`src/sv/afskm_pkg.sv`:
```
// Shared types, constants and tables for the AFSK modulator with NRZI and bit stuffing.
// No dependencies; used by afskm_seq and afsk_nrzi_bitstuff_modulator.
`default_nettype none

package afskm_pkg;

	// Phase accumulator and sine table addressing
	localparam int PHASE_BITS      = 16;
	localparam int SINE_INDEX_BITS = 8;

	// Field widths
	localparam int STEP_W   = 15;
	localparam int SPB_W    = 6;
	localparam int RUN_W    = 3;
	localparam int LIMIT_W  = 20;
	localparam int USED_W   = 21;
	localparam int CNT_W    = 5;
	localparam int SAMPLE_W = 8;
	localparam int CFG_IDX_W  = 3;
	localparam int CFG_DATA_W = 20;

	localparam logic [SPB_W-1:0]    MAX_SPB    = 6'd32;
	localparam logic [RUN_W-1:0]    RUN_MAX    = 3'd7;
	localparam logic [SAMPLE_W-1:0] SAMPLE_MID = 8'd127;

	// Register reset values
	localparam logic [STEP_W-1:0]  MARK_STEP_RST   = 15'd6554;
	localparam logic [STEP_W-1:0]  SPACE_STEP_RST  = 15'd12015;
	localparam logic [SPB_W-1:0]   SPB_RST         = 6'd10;
	localparam logic [RUN_W-1:0]   STUFF_RUN_RST   = 3'd5;
	localparam logic [LIMIT_W-1:0] SAMPLE_LIMIT_RST = 20'd1048575;

	// Configuration register indexes
	typedef enum logic [CFG_IDX_W-1:0] {
		REG_MARK_STEP    = 3'd0,
		REG_SPACE_STEP   = 3'd1,
		REG_SAMPLES_BIT  = 3'd2,
		REG_STUFF_RUN    = 3'd3,
		REG_SAMPLE_LIMIT = 3'd4
	} cfg_reg_t;

	// Words on the two data channels
	typedef struct packed {
		logic data_bit;
		logic stuff_allowed;
		logic frame_start;
	} bit_item_t;

	typedef struct packed {
		logic [SAMPLE_W-1:0] sample;
		logic                tone_is_mark;
		logic                stuffed;
		logic                overflow;
		logic                last;
	} smp_item_t;

	// Datapath operations issued by the microcode
	typedef enum logic [2:0] {
		OP_ACCEPT,
		OP_NONE,
		OP_LOAD,
		OP_SAMPLE,
		OP_OVF,
		OP_AFTER
	} op_t;

	// Status flags returned from the datapath to the sequencer
	typedef struct packed {
		logic in_go;
		logic over;
		logic spb_zero;
		logic last_sample;
		logic stuff_next;
		logic hold;
	} seq_flags_t;

	// First quadrant of floor(127*sin), 65 points
	localparam logic [7:0] QUARTER_FLOOR [0:64] = '{
		8'd0,   8'd3,   8'd6,   8'd9,   8'd12,  8'd15,  8'd18,  8'd21,
		8'd24,  8'd27,  8'd30,  8'd33,  8'd36,  8'd39,  8'd42,  8'd45,
		8'd48,  8'd51,  8'd54,  8'd57,  8'd59,  8'd62,  8'd65,  8'd67,
		8'd70,  8'd73,  8'd75,  8'd78,  8'd80,  8'd82,  8'd85,  8'd87,
		8'd89,  8'd91,  8'd94,  8'd96,  8'd98,  8'd100, 8'd102, 8'd103,
		8'd105, 8'd107, 8'd108, 8'd110, 8'd112, 8'd113, 8'd114, 8'd116,
		8'd117, 8'd118, 8'd119, 8'd120, 8'd121, 8'd122, 8'd123, 8'd123,
		8'd124, 8'd125, 8'd125, 8'd126, 8'd126, 8'd126, 8'd126, 8'd126,
		8'd127
	};

	// Full-turn sine table entry: floor(127*(sin+1)), built from the quadrant
	function automatic logic [7:0] sine_value(input logic [7:0] k);
		logic [6:0] q;
		logic [6:0] m;
		logic [7:0] f;
		q = k[6:0];
		m = (q <= 7'd64) ? q : 7'(8'd128 - {1'b0, q});
		f = QUARTER_FLOOR[m];
		if (!k[7])
			return 8'd127 + f;
		else if (m == 7'd0 || m == 7'd64)
			return 8'd127 - f;
		else
			return 8'd126 - f;
	endfunction

	// Top index bits of the phase, rescaled to the 256-entry table
	function automatic logic [7:0] sine_addr(input logic [PHASE_BITS-1:0] ph);
		logic [31:0] wide;
		wide = 32'(ph);
		if (PHASE_BITS >= SINE_INDEX_BITS)
			wide = wide >> (PHASE_BITS - SINE_INDEX_BITS);
		else
			wide = wide << (SINE_INDEX_BITS - PHASE_BITS);
		if (SINE_INDEX_BITS >= 8)
			wide = wide >> (SINE_INDEX_BITS - 8);
		else
			wide = wide << (8 - SINE_INDEX_BITS);
		return wide[7:0];
	endfunction

endpackage

`default_nettype wire

```
`src/sv/afskm_seq.sv`:
```
// Microcode sequencer: step counter, control store and conditional jumps.
// Depends on afskm_pkg (op_t, seq_flags_t).
`default_nettype none

module afskm_seq (
	input  wire logic                  clk,
	input  wire logic                  arst_n,
	input  wire afskm_pkg::seq_flags_t flags,
	output afskm_pkg::op_t             op
);
	import afskm_pkg::*;

	typedef enum logic [2:0] {
		ST_IDLE,
		ST_CHECK,
		ST_ZERO,
		ST_TONE,
		ST_OVF,
		ST_AFTER
	} step_t;

	typedef enum logic [2:0] {
		C_IN_GO,
		C_OVER,
		C_SPB_ZERO,
		C_LAST_SAMPLE,
		C_STUFF_NEXT,
		C_ALWAYS
	} cond_t;

	typedef struct packed {
		op_t   op;
		cond_t cond;
		step_t jump;
		step_t fall;
	} ucode_t;

	step_t  step_q;
	step_t  step_next;
	ucode_t uw;
	logic   taken;

	// Control store: one word per step
	always_comb begin
		unique case (step_q)
			ST_IDLE:  uw = '{OP_ACCEPT, C_IN_GO,       ST_CHECK, ST_IDLE};
			ST_CHECK: uw = '{OP_NONE,   C_OVER,        ST_OVF,   ST_ZERO};
			ST_ZERO:  uw = '{OP_LOAD,   C_SPB_ZERO,    ST_AFTER, ST_TONE};
			ST_TONE:  uw = '{OP_SAMPLE, C_LAST_SAMPLE, ST_AFTER, ST_TONE};
			ST_OVF:   uw = '{OP_OVF,    C_ALWAYS,      ST_IDLE,  ST_IDLE};
			ST_AFTER: uw = '{OP_AFTER,  C_STUFF_NEXT,  ST_CHECK, ST_IDLE};
			default:  uw = '{OP_NONE,   C_ALWAYS,      ST_IDLE,  ST_IDLE};
		endcase
	end

	// Select the jump condition
	always_comb begin
		unique case (uw.cond)
			C_IN_GO:       taken = flags.in_go;
			C_OVER:        taken = flags.over;
			C_SPB_ZERO:    taken = flags.spb_zero;
			C_LAST_SAMPLE: taken = flags.last_sample;
			C_STUFF_NEXT:  taken = flags.stuff_next;
			C_ALWAYS:      taken = 1'b1;
			default:       taken = 1'b0;
		endcase
	end

	// Hold the step while the output word cannot be written
	always_comb begin
		if (flags.hold)
			step_next = step_q;
		else if (taken)
			step_next = uw.jump;
		else
			step_next = uw.fall;
	end

	always_ff @(posedge clk or negedge arst_n) begin
		if (!arst_n) begin
			step_q <= ST_IDLE;
		end else begin
			step_q <= step_next;
		end
	end

	assign op = uw.op;

	// An overflow word always returns to the idle step
	a_ovf_to_idle: assert property (@(posedge clk) disable iff (!arst_n)
		(step_q == ST_OVF && !flags.hold) |=> (step_q == ST_IDLE))
		else $error("overflow step did not return to idle");

	// A stalled emit step does not move
	a_hold_keeps_step: assert property (@(posedge clk) disable iff (!arst_n)
		flags.hold |=> $stable(step_q))
		else $error("step moved while held");

endmodule

`default_nettype wire

```
`src/sv/afsk_nrzi_bitstuff_modulator.sv`:
```
// AFSK tone modulator with NRZI line coding and HDLC bit stuffing (top level, datapath).
// Depends on afskm_pkg and afskm_seq.
//
//  channel  | handshake            | word
//  ---------+----------------------+------------------------------------------
//  bit      | bit_valid/bit_stall  | bit_word: data_bit, stuff_allowed, frame_start
//  smp      | smp_valid/smp_stall  | smp_word: sample, tone_is_mark, stuffed, overflow, last
//  cfg      | cfg_valid/cfg_ready  | cfg_index, cfg_data (always ready)
//
// The sequencer emits one sample per cycle, while the output is not stalled, through the sine
// table into the output register, which sets the pace.
// Reset clears the sequencer, line state, counters and registers to their defaults.
// A stalled output word holds the sequencer on its emit step; bit_stall is high except in
// the accept step.
`default_nettype none

module afsk_nrzi_bitstuff_modulator (
	input  wire logic                                 clk,
	input  wire logic                                 arst_n,
	input  wire logic                                 bit_valid,
	output logic                                      bit_stall,
	input  wire afskm_pkg::bit_item_t                 bit_word,
	output logic                                      smp_valid,
	input  wire logic                                 smp_stall,
	output afskm_pkg::smp_item_t                      smp_word,
	input  wire logic                                 cfg_valid,
	output logic                                      cfg_ready,
	input  wire logic [afskm_pkg::CFG_IDX_W-1:0]      cfg_index,
	input  wire logic [afskm_pkg::CFG_DATA_W-1:0]     cfg_data
);
	import afskm_pkg::*;

	// Configuration registers
	logic [STEP_W-1:0]  mark_step_q;
	logic [STEP_W-1:0]  space_step_q;
	logic [SPB_W-1:0]   spb_q;
	logic [RUN_W-1:0]   stuff_run_q;
	logic [LIMIT_W-1:0] limit_q;

	// Line and frame state
	logic [PHASE_BITS-1:0] phase_q;
	logic                  level_q;
	logic [RUN_W-1:0]      run_q;
	logic [USED_W-1:0]     used_q;
	logic                  ovf_q;
	logic                  stuffed_q;
	logic                  allowed_q;
	logic [CNT_W-1:0]      cnt_q;

	// Output register
	logic      out_valid_q;
	smp_item_t out_q;

	op_t        op;
	seq_flags_t flags;

	logic                  bit_fire;
	logic                  out_free;
	logic [SPB_W-1:0]      spb_eff;
	logic [USED_W-1:0]     used_sum;
	logic                  over;
	logic                  stuff_cond;
	logic                  last_sample;
	logic                  ovf_eff;
	logic                  level_eff;
	logic [RUN_W-1:0]      run_eff;
	logic [PHASE_BITS-1:0] step_ext;

	afskm_seq u_seq (
		.clk    (clk),
		.arst_n (arst_n),
		.flags  (flags),
		.op     (op)
	);

	assign cfg_ready = 1'b1;
	assign bit_stall = (op != OP_ACCEPT);
	assign bit_fire  = bit_valid && !bit_stall;
	assign out_free  = !out_valid_q || !smp_stall;

	// Clamp the tone length and test the frame budget
	assign spb_eff     = (spb_q > MAX_SPB) ? MAX_SPB : spb_q;
	assign used_sum    = used_q + USED_W'(spb_eff);
	assign over        = used_sum > USED_W'(limit_q);
	assign stuff_cond  = allowed_q && (run_q >= stuff_run_q);
	assign last_sample = ({1'b0, cnt_q} == (spb_eff - 6'd1));
	assign step_ext    = level_q ? PHASE_BITS'(mark_step_q) : PHASE_BITS'(space_step_q);

	// State as seen after a frame start clears it
	assign ovf_eff   = bit_word.frame_start ? 1'b0 : ovf_q;
	assign level_eff = bit_word.frame_start ? 1'b0 : level_q;
	assign run_eff   = bit_word.frame_start ? '0 : run_q;

	always_comb begin
		flags.in_go       = bit_fire && !ovf_eff;
		flags.over        = over;
		flags.spb_zero    = (spb_eff == '0);
		flags.last_sample = last_sample;
		flags.stuff_next  = !stuffed_q && stuff_cond;
		flags.hold        = (op == OP_SAMPLE || op == OP_OVF) && !out_free;
	end

	// Write configuration registers
	always_ff @(posedge clk or negedge arst_n) begin
		if (!arst_n) begin
			mark_step_q  <= MARK_STEP_RST;
			space_step_q <= SPACE_STEP_RST;
			spb_q        <= SPB_RST;
			stuff_run_q  <= STUFF_RUN_RST;
			limit_q      <= SAMPLE_LIMIT_RST;
		end else if (cfg_valid && cfg_ready) begin
			unique case (cfg_index)
				REG_MARK_STEP:    mark_step_q  <= cfg_data[STEP_W-1:0];
				REG_SPACE_STEP:   space_step_q <= cfg_data[STEP_W-1:0];
				REG_SAMPLES_BIT:  spb_q        <= cfg_data[SPB_W-1:0];
				REG_STUFF_RUN:    stuff_run_q  <= cfg_data[RUN_W-1:0];
				REG_SAMPLE_LIMIT: limit_q      <= cfg_data[LIMIT_W-1:0];
				default: ;
			endcase
		end
	end

	// Datapath: act on the operation of the current microcode step
	always_ff @(posedge clk or negedge arst_n) begin
		if (!arst_n) begin
			phase_q   <= '0;
			level_q   <= 1'b0;
			run_q     <= '0;
			used_q    <= '0;
			ovf_q     <= 1'b0;
			stuffed_q <= 1'b0;
			allowed_q <= 1'b0;
			cnt_q     <= '0;
		end else begin
			unique case (op)
				OP_ACCEPT: begin
					if (bit_fire) begin
						if (bit_word.frame_start) begin
							phase_q <= '0;
							used_q  <= '0;
							ovf_q   <= 1'b0;
						end
						// NRZI: a zero toggles the level and ends the ones run
						if (!ovf_eff) begin
							level_q   <= level_eff ^ !bit_word.data_bit;
							if (!bit_word.data_bit)
								run_q <= '0;
							else if (run_eff == RUN_MAX)
								run_q <= RUN_MAX;
							else
								run_q <= run_eff + 3'd1;
							stuffed_q <= 1'b0;
							allowed_q <= bit_word.stuff_allowed;
						end
					end
				end
				OP_NONE: ;
				OP_LOAD: begin
					cnt_q <= '0;
				end
				OP_SAMPLE: begin
					if (out_free) begin
						phase_q <= phase_q + step_ext;
						cnt_q   <= cnt_q + 5'd1;
						if (last_sample)
							used_q <= used_sum;
					end
				end
				OP_OVF: begin
					if (out_free)
						ovf_q <= 1'b1;
				end
				OP_AFTER: begin
					// Stuffed tone done, or leave the stuffing region: clear the run
					if (stuffed_q || !allowed_q) begin
						run_q <= '0;
					end else if (stuff_cond) begin
						level_q   <= !level_q;
						stuffed_q <= 1'b1;
					end
				end
				default: ;
			endcase
		end
	end

	// Output register: load a sample or the overflow word, drop it when taken
	always_ff @(posedge clk or negedge arst_n) begin
		if (!arst_n) begin
			out_valid_q <= 1'b0;
		end else if ((op == OP_SAMPLE || op == OP_OVF) && out_free) begin
			out_valid_q <= 1'b1;
		end else if (!smp_stall) begin
			out_valid_q <= 1'b0;
		end
	end

	always_ff @(posedge clk) begin
		if (op == OP_SAMPLE && out_free) begin
			out_q.sample       <= sine_value(sine_addr(phase_q));
			out_q.tone_is_mark <= level_q;
			out_q.stuffed      <= stuffed_q;
			out_q.overflow     <= 1'b0;
			out_q.last         <= last_sample && (stuffed_q || !stuff_cond);
		end else if (op == OP_OVF && out_free) begin
			out_q.sample       <= SAMPLE_MID;
			out_q.tone_is_mark <= level_q;
			out_q.stuffed      <= stuffed_q;
			out_q.overflow     <= 1'b1;
			out_q.last         <= 1'b1;
		end
	end

	assign smp_valid = out_valid_q;
	assign smp_word  = out_q;

	// An overflow word closes its bit and sits at the midpoint
	a_ovf_word: assert property (@(posedge clk) disable iff (!arst_n)
		(smp_valid && smp_word.overflow) |-> (smp_word.last && smp_word.sample == SAMPLE_MID))
		else $error("overflow word malformed");

	// Overflow stays set until a frame start is accepted
	a_ovf_sticky: assert property (@(posedge clk) disable iff (!arst_n)
		(ovf_q && !(bit_fire && bit_word.frame_start)) |=> ovf_q)
		else $error("overflow cleared without frame start");

	// The sample counter stays inside the tone period
	a_cnt_range: assert property (@(posedge clk) disable iff (!arst_n)
		(op == OP_SAMPLE) |-> ({1'b0, cnt_q} < spb_eff))
		else $error("sample counter beyond tone length");

	// Frame budget is only charged when it fits
	a_used_fits: assert property (@(posedge clk) disable iff (!arst_n)
		(op == OP_SAMPLE && out_free && last_sample) |-> !over)
		else $error("tone emitted past the sample limit");

endmodule

`default_nettype wire

```
`config.mk`:
```
export PLATFORM = sky130hd
export DESIGN_NAME = afsk_nrzi_bitstuff_modulator
export DESIGN_NICKNAME = d
export VERILOG_FILES = /design/src/sv/afskm_pkg.sv /design/src/sv/afskm_seq.sv /design/src/sv/afsk_nrzi_bitstuff_modulator.sv
export SDC_FILE = /design/constraint.sdc
export NUM_CORES = 1
export LEC_CHECK = 0
export ABC_AREA = 1
export ABC_CLOCK_PERIOD_IN_PS = 4300
export BUFFER_PORTS_ARGS = -buffer_cell sky130_fd_sc_hd__buf_2
export CAP_MARGIN = 20
export CORE_ASPECT_RATIO = 2
export CORE_MARGIN = 4
export CORE_UTILIZATION = 55
export CTS_CLUSTER_DIAMETER = 50
export CTS_CLUSTER_SIZE = 8
export DETAILED_ROUTE_END_ITERATION = 16
export PLACE_DENSITY = 0.7
export SLEW_MARGIN = 40
export SYNTH_ARGS = -nofsm -noshare
export SYNTH_HDL_FRONTEND = slang
export SYNTH_SLANG_ARGS = --single-unit
```
`constraint.sdc`:
```
create_clock -name clk -period 4.3 [get_ports clk]
set_input_delay 0.215 -clock clk [delete_from_list [all_inputs] [get_ports clk]]
set_output_delay 0.215 -clock clk [all_outputs]
set_load 0.01 [all_outputs]
```
==> metrics.yaml <==
sta:
  setup_violations: 2
  clock_skew_ns: 0.0103
  relSlewSlack_pct: 62.2
  rsz0062_at_grt: "true"
  fin_crit_sh_pct: 103
  fin_crit_ns: 4.42
  slew_violations: 0
  tightest_slew_ns: 0.567
  layout_setup_ws_ns: -0.121
  clock.fmax_ghz: 0.226
  hold_viol: 0
  finalSetupTns_ns: -0.239
synth:
  seq_area_frac_synth_pct: 39.6
  synth_edf_count: 11
  synth_async_sr_flop_share_pct: 90.3
  ys_types: 50
  avgSynthCellArea_sq_um: 7.54
  yosys_warnings: 0
  syn_nets: 1162
  synth_area_sq_mm: 0.00809
  ys_ff_latch: 124
  synth_ff_type: "dfrtp_1"
  synthCells: 1073
global_route:
  antenna_found_initial: 0
  grt_max_degree: 45
  grt_usage_pct: 26.1
  grt_pass1_wl_um: 35100
  grt_pass1_vias: 7706
  overflow: 0
clocking:
  cts.clk_slew.worst_paths_ns: 0.06
  cts_tree: "yes"
  cts-root-buf: "clkbuf_16"
  h-tree-depth: 4
  clk-insertion-delay-late_ns: 0.42
  cts.sinks: 124
  clk_path_buf_depth: 2
  numCtsBuffers: 17
floorplan:
  fp.dieH_um: 180
  io_pins: 46
  dieArea_sq_mm: 0.0168
  dieWidth_um: 93.8
  num_rows: 62
  start_util_pct: 56.1
  core_area_sq_mm: 0.0144
critical_path:
  max_stage_delay_ns: 0.40
  rrSetupSlack_ns: -0.12
  r2r-end: "u_seq.step_q[1]"
  worstPathRequired_ns: 4.60
  crit_fanout: 3
  path_class: "flop to flop"
  endpoint_kind: "flop"
  arrival_ns: 4.72
  start_kind: "flop"
  r2r_cells: 33
  r2r_start: "spb_q[0]"
  cpMaxStageDelayCell: "dfrtp_1"
pwr:
  pwr-share-seq_pct: 25.8
  internal_power_mw: 3.73
  power_switching_mw: 3.09
  clock_power_share_pct: 20.7
  powerDensity_mw_per_mm2: 694
  vdd_ir_drop_max_uv: 369
  p_sw_share_pct: 45.3
  p_total_mw: 6.82
  leakage_nw: 5.02
  p_comb_share_pct: 53.5
placed_design:
  io_buffers: 44
  gp_congestion: 0.908
  post_dp_cell_area_sq_mm: 0.00857
  hpwl_um: 15000
detailed_routing:
  detail_route.drc_violations: 0
  avgRoutedWirePerCell_um: 16.3
  dr_total_vias: 7577
  via_per_inst: 5.49
  ant_nets: 0
  routed_wl_um: 22600
  first_pass_iters: 5
  drt_iter0_markers: 392
cells_and_area:
  final_nets: 1265
  drive_above_1_share_pct: 23.1
  areaGrowthSynthToFinish_pct: 21.5
  fin_area_sq_mm: 0.00983
  antenna_cells: 0
  post-route-util_pct: 68.2
flow_run:
  maxCapViolCount: 0
hold_path:
  hold-path-endpoint: "limit_q[19]"
  hold_class: "input port to flop"
  hold_path_startpoint: "cfg_data[19]"
  hold_depth: 3
status:
  outcome: "complete, but fails checks"
  violations: "negative setup slack"
## worst max-delay path, delay by kind of cell, from the launching register on
family	cells	cell delay, ns
compound gates	5	0.68
xor+xnor	1	0.19
fa+ha+maj	3	0.82
buf+inv	3	0.24
flops	1	0.40
simple gates	21	1.96
## cells in the mapped netlist (all sizes together), types with 2 or more instances
master	n	share of area, %
nor3	10	0.68
a31oi	2	0.15
dfrtp	70	22
buf	8	0.76
a32o	2	0.25
ha	56	8.7
o22ai	21	1.6
fa	2	0.49
nand3b	2	0.19
o31ai	4	0.37
nor2	85	4.2
o21ai	102	6.5
o21bai	5	0.51
inv	173	8.1
xor2	21	2.3
xnor2	5	0.54
o21a	2	0.19
nand4	16	1.2
nand3	60	4.2
dfstp	42	14
or2	2	0.15
nand2	286	14
a22o	4	0.43
o211ai	4	0.37
clkbuf	18	0.83
a21oi	52	3.3
edfxtp	11	4.1
## area by class of cell
class | count | area, sq um
clock buffers | 17 | 425
clock inverters | 15 | 150
fillers | 1230 | 4590
inverters | 174 | 658
multi-input cells | 749 | 4380
flip-flops and latches | 124 | 3210
well taps | 192 | 240
repair buffers | 110 | 776
## cells by family after synthesis
| logic type | count (synthesis) | share of synthesized area [%] |
|---|---|---|
| and+or+nand+nor | 463 | 24.7 |
| AOI/OAI and AO/OA | 200 | 13.9 |
| buffers and inverters | 200 | 9.72 |
| DFF | 124 | 39.6 |
| adders and majority gates | 58 | 9.15 |
| xor gates and xnor gates | 26 | 2.81 |
| other | 1 | 0.0463 |
| muxes | 1 | 0.139 |
## through the flow
stage / setup WS, ns / instances / hold WS [ns]
after floorplan: 0.356 / 1073 / -0.0806
after detailed placement: -0.0214 / 1301 / 0.178
after CTS: 0.00179 / 1374 / 0.0146
final: -0.121 / 1381 / 0.0199
after global placement: 0.0496 / 1301 / 0.175
after global routing: -0.403 / 1381 / 0.0347
## registers in the layout, summed over array words and instances, names as in the netlist, 5 cells and up
| name | flops |
|---|---|
| cnt_q | 5 |
| limit_q | 20 |
| mark_step_q | 15 |
| phase_q | 16 |
| smp_word | 12 |
| space_step_q | 15 |
| spb_q | 6 |
| used_q | 21 |
## how the worst max path moves through the flow
stage	start	endpoint	slack, ns	cells past startpoint
after floorplan	spb_q[0]	u_seq.step_q[1]	0.36	33
after global placement	spb_q[0]	u_seq.step_q[1]	0.05	33
after detailed placement	spb_q[0]	u_seq.step_q[1]	-0.02	33
after CTS	spb_q[0]	u_seq.step_q[1]	0.002	33
after global routing	spb_q[1]	u_seq.step_q[2]	-0.40	33
final	spb_q[0]	u_seq.step_q[1]	-0.12	33
## what timing repair did
item,CTS,global route
setup endpoints to repair,2,24
resized for setup,10,52
hold endpoints to repair,17,0
pin swaps,6,31
gates cloned,0,3
hold buffers,1,0
setup buffers,40,12
## power groups by stage
stage	sequential [mW]	combinational, mW	clock (mW)
final	1.76	3.65	1.41
after global routing	1.79	4.10	1.48
after CTS	1.74	3.35	1.42
after detailed placement	1.76	3.20	0
after global placement	1.75	3.14	0
after floorplan	1.73	2.43	0
## placed cells by master (no fill, tap or decap), types with 21 or more instances in the layout
master	count
dfstp_2	42
nand2_2	21
buf_2	43
nor2_1	72
a21oi_1	49
o21ai_0	93
nand3_1	50
buf_4	61
dfrtp_1	70
nand2_1	260
ha_1	51
inv_1	160
## layer usage
metal | GRT usage (%) | share of wire (%) | vias to the layer above
li1 | - | - | 3674
met1 | 25.7 | 34 | 3558
met2 | 49.2 | 55 | 239
met3 | 3.85 | 3.8 | 106
met4 | 15.6 | 6.7 | 0
met5 | 0 | 0 | -
Note: power is estimated with default switching activity, not from simulation.
